**src/design/tlpf_pkg.sv**
```systemverilog
// Constants and codes shared by the priority FIFO and its checker.
`default_nettype none
package tlpf_pkg;

    localparam int QUEUE_DEPTH = 16;
    localparam int DATA_WIDTH  = 32;
    localparam int NUM_LEVELS  = 3;
    localparam int PTR_W       = $clog2(QUEUE_DEPTH);
    localparam int OCC_W       = $clog2(QUEUE_DEPTH + 1);
    localparam int MEM_DEPTH   = NUM_LEVELS * QUEUE_DEPTH;
    localparam int ADDR_W      = $clog2(MEM_DEPTH);

    // Priority levels
    localparam logic [1:0] LVL_LOW    = 2'd0;
    localparam logic [1:0] LVL_NORMAL = 2'd1;
    localparam logic [1:0] LVL_HIGH   = 2'd2;

    // Operation codes
    localparam logic MODE_ENQ = 1'b0;
    localparam logic MODE_DEQ = 1'b1;

    // Fault codes
    localparam logic [1:0] FAULT_NONE      = 2'd0;
    localparam logic [1:0] FAULT_DEQ_EMPTY = 2'd1;
    localparam logic [1:0] FAULT_ENQ_FULL  = 2'd2;

endpackage
`default_nettype wire

```
**src/design/three_level_priority_fifo.sv**
```systemverilog
// Strict-priority queue engine: three FIFO queues sharing one entry memory.
// The result register is loaded in ST_DONE, after ST_READ, for each accepted command.
// A new command is taken only in ST_IDLE, after the write / read-back / load sequence
// on the single shared entry memory; a stalled result holds the block in ST_DONE.
// Reset (rst_n, async low) clears pointers, occupancy, state and output valid;
// the entry memory is not cleared, only entries counted by occupancy reach the result.
`default_nettype none
module three_level_priority_fifo
(
    input  wire logic        clk,
    input  wire logic        rst_n,
    // Command stream
    input  wire logic        s_axis_tvalid,
    output logic             s_axis_tready,
    input  wire logic [31:0] s_axis_tdata,   // [31:0] value
    input  wire logic [2:0]  s_axis_tuser,   // [0] mode, [2:1] level
    // Result stream
    output logic             m_axis_tvalid,
    input  wire logic        m_axis_tready,
    output logic [31:0]      m_axis_tdata,   // [31:0] head_value
    output logic [5:0]       m_axis_tuser    // [0] head_valid, [2:1] head_level,
                                             // [3] all_empty, [5:4] fault
);

    // Sequencer: accept/update, read head entry, load result register.
    localparam logic [1:0] ST_IDLE = 2'd0;
    localparam logic [1:0] ST_READ = 2'd1;
    localparam logic [1:0] ST_DONE = 2'd2;

    localparam int PTR_W  = tlpf_pkg::PTR_W;
    localparam int OCC_W  = tlpf_pkg::OCC_W;
    localparam int ADDR_W = tlpf_pkg::ADDR_W;
    localparam int DW     = tlpf_pkg::DATA_WIDTH;

    // Entry memory: queue q occupies entries q*QUEUE_DEPTH .. q*QUEUE_DEPTH+QUEUE_DEPTH-1.
    logic [DW-1:0] queue_mem [tlpf_pkg::MEM_DEPTH];

    logic [1:0]       state_reg, state_next;
    logic [PTR_W-1:0] rd_ptr_reg [tlpf_pkg::NUM_LEVELS];
    logic [PTR_W-1:0] rd_ptr_next [tlpf_pkg::NUM_LEVELS];
    logic [PTR_W-1:0] wr_ptr_reg [tlpf_pkg::NUM_LEVELS];
    logic [PTR_W-1:0] wr_ptr_next [tlpf_pkg::NUM_LEVELS];
    logic [OCC_W-1:0] occ_reg [tlpf_pkg::NUM_LEVELS];
    logic [OCC_W-1:0] occ_next [tlpf_pkg::NUM_LEVELS];
    logic [1:0]       fault_reg, fault_next;
    logic [DW-1:0]    rd_data_reg;

    logic             out_valid_reg, out_valid_next;
    logic [31:0]      out_data_reg, out_data_next;
    logic [5:0]       out_user_reg, out_user_next;

    logic             cmd_mode;
    logic [1:0]       cmd_level;
    logic [1:0]       enq_q;
    logic [1:0]       top_q;
    logic             any_busy;
    logic             accept;
    logic             out_free;
    logic             mem_we;
    logic [ADDR_W-1:0] wr_addr;
    logic [ADDR_W-1:0] rd_addr;

    function automatic logic [PTR_W-1:0] bump(input logic [PTR_W-1:0] p);
        bump = (p == PTR_W'(tlpf_pkg::QUEUE_DEPTH - 1)) ? '0 : p + PTR_W'(1);
    endfunction

    function automatic logic [ADDR_W-1:0] entry_addr(input logic [1:0] q,
                                                     input logic [PTR_W-1:0] p);
        entry_addr = ADDR_W'(q) * ADDR_W'(tlpf_pkg::QUEUE_DEPTH) + ADDR_W'(p);
    endfunction

    assign cmd_mode  = s_axis_tuser[0];
    assign cmd_level = s_axis_tuser[2:1];

    assign s_axis_tready = (state_reg == ST_IDLE);
    assign accept        = s_axis_tvalid && s_axis_tready;
    assign out_free      = !out_valid_reg || m_axis_tready;

    // Level code 3 falls into the low queue.
    always_comb
    begin
        case (cmd_level)
            tlpf_pkg::LVL_HIGH:   enq_q = tlpf_pkg::LVL_HIGH;
            tlpf_pkg::LVL_NORMAL: enq_q = tlpf_pkg::LVL_NORMAL;
            default:              enq_q = tlpf_pkg::LVL_LOW;
        endcase
    end

    // Highest non-empty queue from current occupancy.
    always_comb
    begin
        any_busy = 1'b1;
        if (occ_reg[tlpf_pkg::LVL_HIGH] != '0)
            top_q = tlpf_pkg::LVL_HIGH;
        else if (occ_reg[tlpf_pkg::LVL_NORMAL] != '0)
            top_q = tlpf_pkg::LVL_NORMAL;
        else
        begin
            top_q    = tlpf_pkg::LVL_LOW;
            any_busy = (occ_reg[tlpf_pkg::LVL_LOW] != '0);
        end
    end

    assign wr_addr = entry_addr(enq_q, wr_ptr_reg[enq_q]);
    assign rd_addr = entry_addr(top_q, rd_ptr_reg[top_q]);

    // Command update
    always_comb
    begin
        state_next = state_reg;
        fault_next = fault_reg;
        mem_we     = 1'b0;
        for (int i = 0; i < tlpf_pkg::NUM_LEVELS; i++)
        begin
            rd_ptr_next[i] = rd_ptr_reg[i];
            wr_ptr_next[i] = wr_ptr_reg[i];
            occ_next[i]    = occ_reg[i];
        end

        case (state_reg)
            ST_IDLE:
            begin
                if (accept)
                begin
                    state_next = ST_READ;
                    fault_next = tlpf_pkg::FAULT_NONE;
                    if (cmd_mode == tlpf_pkg::MODE_ENQ)
                    begin
                        if (occ_reg[enq_q] == OCC_W'(tlpf_pkg::QUEUE_DEPTH))
                            fault_next = tlpf_pkg::FAULT_ENQ_FULL;
                        else
                        begin
                            mem_we             = 1'b1;
                            wr_ptr_next[enq_q] = bump(wr_ptr_reg[enq_q]);
                            occ_next[enq_q]    = occ_reg[enq_q] + OCC_W'(1);
                        end
                    end
                    else
                    begin
                        if (!any_busy)
                            fault_next = tlpf_pkg::FAULT_DEQ_EMPTY;
                        else
                        begin
                            rd_ptr_next[top_q] = bump(rd_ptr_reg[top_q]);
                            occ_next[top_q]    = occ_reg[top_q] - OCC_W'(1);
                        end
                    end
                end
            end
            ST_READ:
                state_next = ST_DONE;
            ST_DONE:
            begin
                if (out_free)
                    state_next = ST_IDLE;
            end
            default:
                state_next = ST_IDLE;
        endcase
    end

    // Result register: loaded in ST_DONE from the head entry read in ST_READ.
    always_comb
    begin
        out_valid_next = out_valid_reg;
        out_data_next  = out_data_reg;
        out_user_next  = out_user_reg;
        if (m_axis_tready)
            out_valid_next = 1'b0;
        if (state_reg == ST_DONE && out_free)
        begin
            out_valid_next = 1'b1;
            out_data_next  = any_busy ? 32'(rd_data_reg) : '0;
            out_user_next  = {fault_reg, !any_busy, top_q, any_busy};
        end
    end

    always_ff @(posedge clk or negedge rst_n)
    begin
        if (!rst_n)
        begin
            state_reg     <= ST_IDLE;
            fault_reg     <= tlpf_pkg::FAULT_NONE;
            out_valid_reg <= 1'b0;
            for (int i = 0; i < tlpf_pkg::NUM_LEVELS; i++)
            begin
                rd_ptr_reg[i] <= '0;
                wr_ptr_reg[i] <= '0;
                occ_reg[i]    <= '0;
            end
        end
        else
        begin
            state_reg     <= state_next;
            fault_reg     <= fault_next;
            out_valid_reg <= out_valid_next;
            for (int i = 0; i < tlpf_pkg::NUM_LEVELS; i++)
            begin
                rd_ptr_reg[i] <= rd_ptr_next[i];
                wr_ptr_reg[i] <= wr_ptr_next[i];
                occ_reg[i]    <= occ_next[i];
            end
        end
    end

    always_ff @(posedge clk)
    begin
        out_data_reg <= out_data_next;
        out_user_reg <= out_user_next;
    end

    // Entry memory write port (enqueue) and registered read port (head fetch).
    always_ff @(posedge clk)
    begin
        if (mem_we)
            queue_mem[wr_addr] <= DW'(s_axis_tdata);
    end

    always_ff @(posedge clk)
    begin
        if (state_reg == ST_READ)
            rd_data_reg <= queue_mem[rd_addr];
    end

    assign m_axis_tvalid = out_valid_reg;
    assign m_axis_tdata  = out_data_reg;
    assign m_axis_tuser  = out_user_reg;

endmodule
`default_nettype wire

```
**config.mk**
```make
export PLATFORM = sky130hd
export DESIGN_NAME = three_level_priority_fifo
export DESIGN_NICKNAME = d
export VERILOG_FILES = /design/src/design/tlpf_pkg.sv /design/src/design/three_level_priority_fifo.sv
export SDC_FILE = /design/constraint.sdc
export NUM_CORES = 2
export LEC_CHECK = 0
export BUFFER_PORTS_ARGS = -buffer_cell sky130_fd_sc_hd__buf_2
export CAP_MARGIN = 20
export CORE_MARGIN = 8
export CORE_UTILIZATION = 35
export DETAILED_ROUTE_END_ITERATION = 7
export PLACE_DENSITY = 0.59
export SKIP_CTS_REPAIR_TIMING = 1
export SLEW_MARGIN = 10
export SYNTH_ARGS = -nofsm -noshare
export SYNTH_HDL_FRONTEND = slang
export SYNTH_SLANG_ARGS = --single-unit
```
**constraint.sdc**
```tcl
create_clock -name clk -period 6 [get_ports clk]
set_input_delay 1.2 -clock clk [delete_from_list [all_inputs] [get_ports clk]]
set_output_delay 1.2 -clock clk [all_outputs]
set_load 0.02 [all_outputs]
```
==> results_dict.tcl <==
set metrics [dict create \
    rr_worst_depth 11 \
    grt_pass1_vias 37860 \
    clk_pin_slew_worst_paths_ps 60 \
    clk_path_buf_depth 3 \
    final_cell_area_sq_um 74450 \
    synth.avg_cell_area_sq_um 14.20 \
    dr.pass1.iters 6 \
    status "complete, but fails checks" \
    synth_top_area_share_pct 74.48 \
    endpoint "queue_mem[37][1]" \
    cp-start-kind "input pin" \
    synth_edf_count 1606 \
    antenna_found_initial 25 \
    synth_flop_cell "edfxtp_1" \
    cts_tree "built" \
    synth_seq_area_share_pct 76.18 \
    cellPowerDensity_nw_per_um2 514.1 \
    met1_usage_pct 26.35 \
    drive_gt1_share_pct 12.23 \
    period_needed_ps 4884 \
    cp-end-kind "flip-flop" \
    post-route-period-util_pct 81.40 \
    critPathBufInv 5 \
    dp_slack_ps 398.6 \
    cp.depth 14 \
    synth_nets 4608 \
    rsz0062_at_grt "false" \
    die-area_sq_um 199000 \
    htree_num_levels 4 \
    antenna_left 1 \
    rrSetupSlack_ps 1220 \
    first_iter_violations 5297 \
    arrival_ps 5390 \
    largest_reg_flops 1536 \
    yosysWarningCount 0 \
    nets 4771 \
    cts_num_sinks 1650 \
    layoutNonFillerInstCount 7350 \
    die_x_um 446.1 \
    syn-cell-area_sq_um 64750 \
    clk_latency_ps 830 \
    hold_viol_final 0 \
    grt_max_degree 106 \
    io_buffers 78 \
    maxSlewHeadroom_pct 24.12 \
    dr_total_vias 40020 \
    busiest_layer "met2" \
    grt_use_total_pct 18.48 \
    synth_commonest_cells "edfxtp_1, nand2_1, a21oi_1" \
    use_met3_pct 3.758 \
    synth.most_common_cell "edfxtp_1" \
    clock_skew_ps 31.66 \
    yosysUniqueCellTypes 67 \
    r2r_start "occ_reg[3]" \
    dp_cells 7025 \
    cts_buffers 170 \
    worstPathRequired_ps 6510 \
    critical_path.startpoint "s_axis_tuser[2]" \
    dp_hpwl_mm 116.4 \
    ys_seq_elements 1650 \
    ys_top_cells_by_area "edfxtp_1, nand2_1, mux2i_1" \
    die_y_um 446.1 \
    drc 0 \
    worstPathCellList "buf_2 -> inv_1 -> ha_1 -> nor2b_1 -> nand2_1 -> o21ai_1 -> inv_1 -> ha_1 -> and4_1 -> nor3_1 -> buf_4 -> nand3_1 -> nor2_4 -> buf_12" \
    setup_tns_ps 0 \
    slowest_delay_ps 870 \
    vdd_drop_max_mv 0.6941 \
    num_rows 158 \
    cts_root_buf "clkbuf_16" \
    r2r-end "rd_data_reg[19]" \
    path_delay_family "simple AND/OR/NAND/NOR gates" \
    placement.cell_area_sq_um 69110 \
    routed_wl_mm 190.6 \
    gr-usage-met2_pct 28.53 \
    synth_top_area_cell "edfxtp_1" \
    criticalPathCategory "in -> reg" \
    tightest_slew_ps 1138 \
    initial_core_util_pct 35.07 \
    violations "antenna violations" \
    io-pin-count 79 \
    worstPathMaxFanout 17 \
    drv_slew 0 \
    fin_ws_ps 1116 \
    setup_viol 0 \
    hold_class "in -> async" \
    synthToLayoutAreaGrowth_pct 14.98 \
    async_reset_ff_share_pct 2.667 \
    synthCells 4560 \
    drv_cap 0 \
    vias_per_cell 5.444 \
    fmax_ghz 0.2047 \
    wl_per_cell_um 25.93 \
    grt_pass1_wl_mm 271.6 \
    leakage_uw 0.02490 \
    core_sq_um 184600 \
    crit_slowest_cell "nor2b_1" \
    gp_congestion 0.8444 \
    overflow 0 \
]
==> per-stage QoR <==
step	utilization (%)	hold slack, ps	total power (uW)
2_1_floorplan	-	424.8	22880
3_3_place_gp	37.43	436.6	28310
3_5_place_dp	37.43	432.6	28420
4_1_cts	40.25	446.0	38320
5_1_grt	40.31	319.2	39940
6_report	40.32	318.5	38270
==> cells in the final DEF, fill, tap and decap left out, drive strengths merged, types with 17 or more instances in the layout <==
| cell type | synthesis | routed |
|---|---|---|
| a21oi | 234 | 234 |
| nand3 | 203 | 203 |
| a32oi | 55 | 55 |
| o21ai | 64 | 64 |
| nor3 | 20 | 20 |
| a31o | 17 | 17 |
| and2 | 46 | 46 |
| buf | 157 | 266 |
| nand2 | 1126 | 1126 |
| mux2i | 139 | 139 |
| a31oi | 110 | 110 |
| a311oi | 27 | 27 |
| edfxtp | 1606 | 1606 |
| clkinv | 1 | 81 |
| a211oi | 32 | 32 |
| nand4 | 45 | 45 |
| and3 | 65 | 65 |
| dfrtp | 44 | 44 |
| a22oi | 95 | 95 |
| o22ai | 17 | 17 |
| inv | 15 | 23 |
| a22o | 40 | 40 |
| clkbuf | 119 | 210 |
| nor2 | 111 | 111 |
==> final cells by class <==
class                      count  area (sq um)
antenna                       14         35.03
clock buffer                 209          4422
clock inverter                96         788.3
fill                       16930        110200
inverter                      16         75.07
multi-input combinational   2618         14540
sequential                  1650         49330
tap                         2480          3103
timing repair buffer         267          2155
==> worst register-to-register path, stage by stage (launching register included) <==
cell      delay [ps]
dfrtp_1          450
nor3_2           440
nand2_1          490
a22o_4           530
inv_8            280
buf_12           310
buf_4            310
mux2i_1          230
a221o_1          170
o21ai_0          200
a311oi_1         890
nand4_1          170
==> kinds of logic (layout without fill, tap and decap cells) <==
group           after synthesis  after routing  share of synthesized area (%)
simple gates               1658           1658                          10.93
flops                      1650           1650                          76.18
compound gates              792            792                          8.213
buf+inv                     292            588                          2.039
mux                         151            151                          2.358
fa+ha+maj                     9              9                         0.1739
xor+xnor                      8              8                         0.1082
other cells                   0             14                              0
==> how the worst min path moves through the flow <==
stage | start | end | slack [ps] | depth (start not counted)
after floorplan | fault_reg[0] | m_axis_tuser[4] | 420 | 0
after global placement | fault_reg[1] | m_axis_tuser[5] | 440 | 0
after detailed placement | fault_reg[0] | m_axis_tuser[4] | 430 | 0
after CTS | fault_reg[0] | m_axis_tuser[4] | 450 | 0
after global routing | rst_n | occ_reg[10] | 320 | 1
final | rst_n | occ_reg[11] | 320 | 1
==> power breakdown <==
group          switching, uW  total [uW]  internal (uW)
combinational          10600       14900           4290
sequential               232       13500          13200
clock                   4460        9950           5490
==> metal layers <==
layer  vias to the layer above  wire (um)  share of wire (%)
met5                         -         53              0.028
met4                         8       5837                3.1
met3                       299      17010                8.9
met2                      1883      86990                 46
met1                     20270      80670                 42
li1                      17550          -                  -
Power figures use the tool's default switching activity.
